File: config.mk
export PLATFORM = sky130hd
export DESIGN_NAME = sst_queue
export DESIGN_NICKNAME = d
export VERILOG_FILES = /design/src/design/sst_pkg.sv /design/src/design/sst_queue.sv
export SDC_FILE = /design/constraint.sdc
export NUM_CORES = 1
export LEC_CHECK = 0
export ABC_AREA = 1
export BUFFER_PORTS_ARGS = -buffer_cell sky130_fd_sc_hd__buf_2
export CAP_MARGIN = 10
export CORE_MARGIN = 2
export CORE_UTILIZATION = 37
export DETAILED_ROUTE_END_ITERATION = 12
export GPL_ROUTABILITY_DRIVEN = 0
export HOLD_SLACK_MARGIN = 0.02
export PLACE_DENSITY_LB_ADDON = 0.25
export SYNTH_ARGS = -nofsm -noshare
export SYNTH_HDL_FRONTEND = slang
export SYNTH_SLANG_ARGS = --single-unit
File: constraint.sdc
create_clock -name i_clk -period 3.2 [get_ports i_clk]
set_input_delay 0.16 -clock i_clk [delete_from_list [all_inputs] [get_ports i_clk]]
set_output_delay 0.16 -clock i_clk [all_outputs]
set_load 0.05 [all_outputs]
File: src/design/sst_pkg.sv
// shared types and constants for the sorted score table
package sst_pkg;
    localparam int ACT_BITS   = 2;
    localparam int SCORE_BITS = 7;
    localparam int STAT_BITS  = 3;
    localparam int FOUND_BITS = 16;
    localparam int IN_ID_BITS = 16;
    localparam logic [SCORE_BITS-1:0] MAX_SCORE = 7'd100;

    typedef enum logic [ACT_BITS-1:0] {
        ACT_ADD    = 2'd0,
        ACT_UPDATE = 2'd1,
        ACT_REMOVE = 2'd2,
        ACT_GET    = 2'd3
    } t_action;

    typedef enum logic [STAT_BITS-1:0] {
        ST_OK        = 3'd0,
        ST_BAD_SCORE = 3'd1,
        ST_EXISTS    = 3'd2,
        ST_NO_ID     = 3'd3,
        ST_NO_SCORE  = 3'd4,
        ST_FULL      = 3'd5
    } t_status;

    typedef struct packed {
        t_action                act;
        logic                   bad_score;
        logic [IN_ID_BITS-1:0]  id;
        logic [SCORE_BITS-1:0]  score;
    } t_cmd;
endpackage

File: src/design/sst_queue.sv
// two-entry command queue between front and back
module sst_queue (
    input  logic          i_clk,
    input  logic          i_rst_n,
    input  logic          i_push,
    input  sst_pkg::t_cmd i_cmd,
    input  logic          i_pop,
    output logic          o_full,
    output logic          o_valid,
    output sst_pkg::t_cmd o_cmd
);
    sst_pkg::t_cmd r_mem [2];
    logic r_wp, r_rp;
    logic [1:0] r_cnt;
    assign o_full  = r_cnt == 2'd2;
    assign o_valid = r_cnt != 2'd0;
    assign o_cmd   = r_mem[r_rp];
    always_ff @(posedge i_clk) begin
        if (i_push) r_mem[r_wp] <= i_cmd;
        if (!i_rst_n) begin
            r_wp <= 1'b0; r_rp <= 1'b0; r_cnt <= 2'd0;
        end else begin
            if (i_push) r_wp <= ~r_wp;
            if (i_pop)  r_rp <= ~r_rp;
            r_cnt <= r_cnt + {1'b0, i_push} - {1'b0, i_pop};
        end
    end
endmodule

# == Word level (Yosys, flattened, before mapping) ==
# Memory sizes are Yosys's and may differ from the RTL's. A register that Yosys moved wholly into a read port is not among the register bits.
# Cells that the tools add are included.
# classes
addsub,2
eq_ne,1
muxes,4
n_bitwise,2
reduce_logical,1
# op_table
operator,count
two-way mux 1 bit,4
adder 2 x 1 -> 2 bit,1
== test 2 bit (second input constant),1
inverter 1 bit,2
nonzero test 2 bit,1
subtractor 2 x 1 -> 2 bit,1
# word_totals
ff_bits,4
mem_count,1
mem_bits_rw,52
elab_cells,14
# memory_table
memory,words,word_bits,rd,rd_clocked_by_memory_dff,wr,line,text
r_mem,2,26,1,1,1,sst_queue.sv:12,sst_pkg::t_cmd r_mem [2];

# == Depth between registers and ports, before layout ==
# Gate-level depths: netlist of the first run.
# logic_depth
word_depth,3
depth_mapped,9
mapped_depth_nobuf,9

# == Worst setup path before layout of the first run ==
# No wires, ideal clock.
# synth_timing
kind,register to register
from,register r_wp
to,memory r_mem[0][0] (netlist name) (enable)
setup_time_ns,0.409
required_time_ns,2.791
arrival_time_ns,1.430
stages_incl_launch_ff,2
path_slack_ns,1.361
cell_sequence,dfxtp_1 > nor2_1
# synth_lines
element,line,text
"start, declared",sst_queue.sv:13,"logic r_wp, r_rp;"
"start signal, assigned",sst_queue.sv:23,if (i_push) r_wp <= ~r_wp;
"end, declared",sst_queue.sv:12,
# Straight into the memory's write port.

==> summary.md, run 1 <==
| Metric | Value |
|---|---|
| Die height | `81.2 um` |
| Port Buffers | `57` |
| Die area | `6600 um^2` |
| Peak supply drop | `0.000368 V` |
| Clock Pin Slew Worst Setup and Hold Paths | `0.06 ns` |
| Clk buf depth | `2` |
| Tcrit/Tclk final | `0.614` |
| Synth Instances | `114` |
| DP HPWL | `2340 um` |
| Startpoint types | `register` |
| Worst hold-check path type | `in -> reg` |
| Hold Crit Depth | `1` |
| Initial core utilization | `0.377` |
| Drt first pass iters | `2` |
| H-tree depth | `3` |
| Total power | `0.00184 W` |
| Metal2 WL | `about 1800 um` |
| #FFs+latches synth | `57` |
| Met3 wire length | `216 um` |
| Clock sink count | `57` |
| Reg-to-reg endpoint | `r_mem[1][23]$_DFFE_PP_` |
| Vias in the first global route | `1,234` |
| Grt total ovfl | `0` |
| Max cap viols | `0` |
| Hold-fix buffers, CTS | `9` |
| Crit path DAT | `1.81 ns` |
| Synth Area per Inst | `19.3 um^2` |
| Max Freq | `509 MHz` |
| Layout cells sized above 1 | `0.508` |
| R2R depth | `2` |
| Crit Path Category | `reg -> out` |
| Routed WL | `around 3500 um` |
| Filler Cell Count | `506` |
| Net Count, Synth | `146` |
| Initial antenna violation count | `0` |
| DRC Markers | `0` |
| Skew-Pair Late Insertion Delay | `between 0.3 and 0.4 ns` |
| Fin Clk Skew | `0.00673 ns` |
| Initial DRC count | `32` |
| Placement Cell Area | `2540 um^2` |
| Setup TNS | `0 ns` |
| PwrDens | `between 600 and 700 nW/um^2` |
| Worst Tran Pin Value | `a little over 1 ns` |
| Setup-failing EPs final | `0` |
| M1 wire length | `1410 um` |
| First-pass GRT wire length | `5450 um` |
| Total number of yosys warnings | `0` |
| CORE AREA | `5850 um^2` |
| Crit Path Max Fanout | `26` |
| Minimum clock period | `1.97 ns` |
| # IOs | `between 50 and 60` |
| Worst setup EP type | `output pin` |
| Worst Hold Launch | `i_cmd[6]` |
| CTS Root Cell | `clkbuf_8` |
| N_diodes | `0` |
| Routed Antenna Nets | `0` |
| Headroom to the max-slew limit | `0.320` |
| Hold Vio Cnt, Final | `0` |
| Status | `completed` |
| Worst endpoint required time | `3.04 ns` |
| DR top layer | `met4` |
| Post-CTS Setup Bufs | `0` |
| Vias per inst | `approximately 4.4` |
| Leak pwr | `1.17 nW` |
| Die W | `roughly 81 um` |
| Unique masters post-synth | `12` |
| Unrepaired setup endpoints after global routing | `no` |
| Hold path endpoint | `r_mem[0][6]$_DFFE_PP_` |
| GRT Resource Usage Total | `0.116` |
| Hold slack final | `roughly 0.038 ns` |
| Seq/Total Area, Yosys | `0.753` |
| Vias | `1,173` |
| CTS tree | `built` |
| Post-cts resize count | `0` |
| Worst R2R Start | `r_wp$_SDFFE_PN0P_` |
| Routed WL per cell | `13.1 um` |
| Largest net degree at the start of global routing | `27` |
| Num CTS Buffers | `9` |
| Max Slew Vio Count | `0` |
| Row Count | `28` |
| Worst R2R Setup Slack | `1.63 ns` |
| Core Util, Final | `0.485` |
| Synthesized cell area | `about 2200 um^2` |
| Area grow syn2layout | `28.5%` |
| Final instance area | `2840 um^2` |
| Layout Nets | `between 200 and 250` |
## area by class of cell
cell class | instances | area (um^2) | area share
clock buffers | 11 | 131 | 0.0463
clock inverters | 4 | 68.8 | 0.0243
inverters | 7 | 26.3 | 0.00927
multi-input cells | 47 | 469 | 0.165
flip-flops and latches | 57 | 1660 | 0.586
well taps | 75 | 93.8 | 0.0331
repair buffers | 67 | 383 | 0.135
## cells in the mapped netlist (all sizes together)
cell	count	area (um^2)
mux2	26	368
nand2	9	33.8
dfxtp	5	100
buf	3	51.3
inv	7	26.3
ha	2	25.0
nand3	1	5.00
a21oi	1	5.00
edfxtp	52	1560
nor2	8	30.0
## flip-flops by register name, indices dropped and copies added (netlist names), named ones only
signal  count
r_mem      52
r_cnt       2
r_rp        1
r_wp        1
## kinds of logic after synthesis
group                      share of synthesized area
DFF                                            0.753
muxes                                          0.167
and+or+nand+nor                               0.0312
buffers and inverters                         0.0352
adders and majority gates                     0.0113
AOI/OAI and AO/OA                            0.00227
## through the flow
| step | cells | worst slack (ns) |
|---|---|---|
| final | 268 | 1.23 |
| after global routing | 268 | 1.12 |
| after global placement | 244 | 1.57 |
| after CTS | 268 | 1.18 |
| after detailed placement | 244 | 1.53 |
| after floorplan | 114 | 1.36 |
## critical path, stage by stage (launching register included)
cell	delay [ns]
dfxtp_2	0.87
mux2_2	0.41
buf_2	0.21
## cells in the final DEF, fill, tap and decap left out
master / synthesis / layout
buf_4: 0 / 1
bufinv_16: 0 / 2
edfxtp_1: 52 / 52
ha_1: 2 / 2
buf_2: 0 / 57
clkbuf_8: 0 / 9
inv_1: 7 / 7
clkinv_2: 0 / 1
dfxtp_2: 0 / 1
nor2_1: 8 / 7
dlygate4sd3_1: 0 / 9
mux2_2: 6 / 6
nor2_2: 0 / 1
mux2_4: 20 / 20
nand2_1: 9 / 9
clkbuf_1: 0 / 2
dfxtp_1: 5 / 4
clkinv_1: 0 / 1
nand3_1: 1 / 1
a21oi_1: 1 / 1
## per-layer routing
metal / up-vias / global-route usage
li1: 569 / -
met1: 562 / 0.123
met5: - / 0
met2: 35 / 0.197
met3: 7 / 0.0378
met4: 0 / 0.0763
## power by group
part           internal [W]  switching [W]
clock network      0.000431       0.000248
registers          0.000860      0.0000239
logic             0.0000963       0.000184
total               0.00139       0.000456
## worst max-delay path by stage
stage                            startpoint                     to  slack, ns  cells past startpoint
after floorplan           r_wp$_SDFFE_PN0P_  r_mem[0][0]$_DFFE_PP_       1.36                      1
after CTS                          register              o_cmd[25]       1.18                      2
after detailed placement           register              o_cmd[25]       1.53                      2
final                              register               o_cmd[2]       1.23                      2
after global routing               register               o_cmd[2]       1.12                      2
after global placement             register               o_cmd[2]       1.57                      2
No activity file was read; power rests on OpenSTA's default activity.
==> run 2, diff against run 1 <==
Settings changed: ABC_AREA 1 to 0.
Clock period 3.2 ns to 1.9 ns, I/O delays scaled along.
==> summary.md, run 2 <==
| Metric | Value |
|---|---|
| Routed WL | `3750 um (+6.6%)` |
| NetSw | `0.000830 W (+82%)` |
| Unrepaired setup endpoints after global routing | `no` |
| Logic gate share of total power | `0.208 (+0.056)` |
| #FFs+latches synth | `57 (unchanged)` |
| H-tree depth | `3 (unchanged)` |
| Seq/Total Area, Yosys | `0.752 (-0.000854)` |
| Leak pwr | `1.22 nW (+4.6%)` |
| Flop pwr share | `0.496 (+0.016)` |
| # IOs | `58 (unchanged)` |
| Unique masters post-synth | `14 (+2)` |
| Skew-Pair Late Insertion Delay | `0.32 ns (about the same)` |
| Final Non-Filler Cells | `279 (+4.1%)` |
| Synth Area per Inst | `21.7 um^2 (+12%)` |
| Yosys top cell area share | `0.707 (-0.000802)` |
| Post-Synth XOR/XNOR Area | `0.0142 (+0.0142)` |
| CTS Root Cell | `clkbuf_8` |
| First-pass GRT wire length | `5620 um (+3.2%)` |
| Clock sink count | `57 (unchanged)` |
| Sequential Area | `1660 um^2 (unchanged)` |
| Vias | `1,204 (+2.6%)` |
| Fin Clk Skew | `0.00697 ns (+0.000239 ns)` |
| Clock share of power | `0.296 (-0.072)` |
| M2 GR Usage | `0.198 (+0.00165)` |
| Num CTS Buffers | `9 (unchanged)` |
| Initial antenna violation count | `0 (unchanged)` |
| Clk buf depth | `2 (unchanged)` |
| Max reg flops | `52 (unchanged)` |
| Vias in the first global route | `1,227 (-0.57%)` |
| Commonest non-fill, non-tap cells in the layout | `buf_2, edfxtp_1, dlygate4sd3_1` |
| DP HPWL | `2530 um (+8.3%)` |
| Port Buffers | `57 (unchanged)` |
| Worst Tran Pin Value | `0.253 ns (-0.766 ns)` |
| Layout cells sized above 1 | `0.515 (+0.00693)` |
| Crit Path Category | `reg -> out` |
| Startpoint types | `register` |
| Initial core utilization | `0.377 (+0.000428)` |
| CORE AREA | `5850 um^2 (unchanged)` |
| GR Util met3 | `0.0378 (unchanged)` |
| Routed WL per cell | `13.4 um (+2.4%)` |
| Crit Path Max Fanout | `13 (-50%)` |
| Largest net degree at the start of global routing | `16 (-41%)` |
| Row Count | `28 (unchanged)` |
| Primary FF master, synth | `edfxtp_1` |
| Tcrit/Tclk final | `0.816` |
| Hold Vio Cnt, Final | `0 (unchanged)` |
| Largest family of logic cells by synthesized area | `multiplexers` |
| Most common cell after layout, fill and taps aside | `buf_2` |
| GRT Resource Usage Total | `0.124 (+0.00761)` |
| Met1 GRT Util | `0.141 (+0.0174)` |
| Switching Share | `0.280 (+0.0323)` |
| Die height | `81.3 um (about the same)` |
| N_diodes | `0 (unchanged)` |
| Max Freq | `645 MHz` |
| Grt total ovfl | `0 (unchanged)` |
| Synth Instances | `102 (-11%)` |
| Max Slew Vio Count | `0 (unchanged)` |
| Synthesized cell area | `2210 um^2 (+0.11%)` |
| Placed cells | `237 (-2.9%)` |
| Headroom to the max-slew limit | `0.831 (+0.511)` |
| Status | `completed` |
| Layout Nets | `232 (+5.0%)` |
| Total power | `0.00297 W (+61%)` |
| Area grow syn2layout | `36.1%` |
| Crit path DAT | `1.45 ns (-0.36 ns)` |
| Post-synth EDFFs | `52 (unchanged)` |
| Minimum clock period | `1.55 ns` |
| Simple-gate share of the synthesized area | `0.0255 (-0.00570)` |
| Vias per inst | `4.32 (-1.4%)` |
| Setup TNS | `0 ns (unchanged)` |
| Synth cell count leaders | `edfxtp_1, mux2_4, mux2_2` |
| Max cap viols | `0 (unchanged)` |
| Clock Pin Slew Worst Setup and Hold Paths | `0.06 ns (about the same)` |
| Die W | `81.3 um (about the same)` |
| Peak supply drop | `0.000577 V (+57%)` |
| Filler Cell Count | `488 (-3.6%)` |
| GRT Max-Usage Layer | `met2` |
| Internal | `0.00214 W (+54%)` |
| Synth Area in Adders | `0.0113 (-0.0000129)` |
| Share of synthesized area spent on multiplexers | `0.167 (-0.000189)` |
| Die area | `6600 um^2 (+0.11%)` |
| Asr flop ratio synth | `0 (unchanged)` |
| Largest Register | `r_mem` |
| Largest cells by area after synthesis | `edfxtp_1, mux2_4, dfxtp_1, mux2_2, buf_12` |
| Setup-failing EPs final | `0 (unchanged)` |
| Post-cts resize count | `0 (unchanged)` |
| Worst setup EP type | `output pin` |
| Hold-fix buffers, CTS | `27 (+18)` |
| Worst hold-check path type | `in -> reg` |
| Routed Antenna Nets | `0 (unchanged)` |
| Most numerous cell in the Yosys netlist | `edfxtp_1` |
| Synth area leader | `edfxtp_1` |
| Worst endpoint required time | `1.80 ns (-1.24 ns)` |
| Total number of yosys warnings | `0 (unchanged)` |
| Multi-input gate area | `490 um^2 (+4.5%)` |
| CTS tree | `built` |
| Top Registers | `r_mem (52), r_cnt (2)` |
| PwrDens | `987 nW/um^2 (+52%)` |
| Initial DRC count | `31 (-3.1%)` |
| Compound-cell area share of the yosys netlist | `0.00340 (+0.00113)` |
| DRC Markers | `0 (unchanged)` |
| Drt first pass iters | `2 (unchanged)` |
| Net Count, Synth | `134 (-8.2%)` |
| Post-CTS Setup Bufs | `0 (unchanged)` |
==> run 2: cell count changes after synthesis, sizes merged, moves of 4 or more <==
cell / change
nor2: -8
inv: -5
nor2b: +4
nand2: -9
and2: +4
==> run 2: metrics by stage <==
step           hold WS (ns)  area (um^2)   util  setup WS, ns
4_1_cts               0.110         3010  0.514         0.316
5_1_grt               0.128         3010  0.514         0.281
6_report              0.125         3010  0.514         0.350
3_5_place_dp          0.286         2580  0.442         0.666
3_3_place_gp          0.282         2580  0.442         0.700
2_1_floorplan         0.194         2210      -         0.469
==> run 2: path summary, 6_finish.rpt <==
check	to	slack, ns	cells after the start	start
max	o_cmd[0]	0.35	3	register
min	register	0.13	3	i_pop
max reg2reg	r_cnt[1]$_SDFF_PN0_	0.67	6	r_cnt[0]$_SDFF_PN0_
min reg2reg	register	0.58	2	r_rp$_SDFFE_PN0P_
==> run 2: area by class of cell <==
cell class | instances | area share
Clock buffer | 10 | 0.0424
Clock inverter | 5 | 0.00791
Inverter | 2 | 0.00250
Multi-Input combinational cell | 40 | 0.163
Sequential cell | 57 | 0.553
Tap cell | 75 | 0.0312
Timing Repair Buffer | 90 | 0.200
==> run 2: routing by layer <==
layer | wire length (um) | part of all wire | up-vias
li1 | - | - | 586
met1 | 1650 | 0.44 | 568
met2 | 1830 | 0.49 | 41
met3 | 199 | 0.053 | 9
met4 | 75 | 0.020 | 0
met5 | 0 | 0 | -
==> run 2: worst max-delay path, cell delays in order (launching register included) <==
cell,delay (ns)
dfxtp_2,0.32
buf_4,0.23
mux2_2,0.36
buf_2,0.21
==> run 2: cell families (layout without fill, tap and decap cells) <==
family	count (synthesis)	in the layout
muxes	26	26
and+or+nand+nor	9	9
adders and majority gates	2	2
AOI/OAI and AO/OA	1	1
xor gates and xnor gates	2	2
DFF	57	57
buffers and inverters	5	107
==> run 2: power by group through the flow <==
stage | registers (W) | logic [W] | clock network [W]
after floorplan | 0.00149 | 0.000467 | 0
after global placement | 0.00149 | 0.000568 | 0
final | 0.00147 | 0.000617 | 0.000877
after detailed placement | 0.00150 | 0.000582 | 0
after global routing | 0.00148 | 0.000652 | 0.000968
after CTS | 0.00147 | 0.000627 | 0.000917
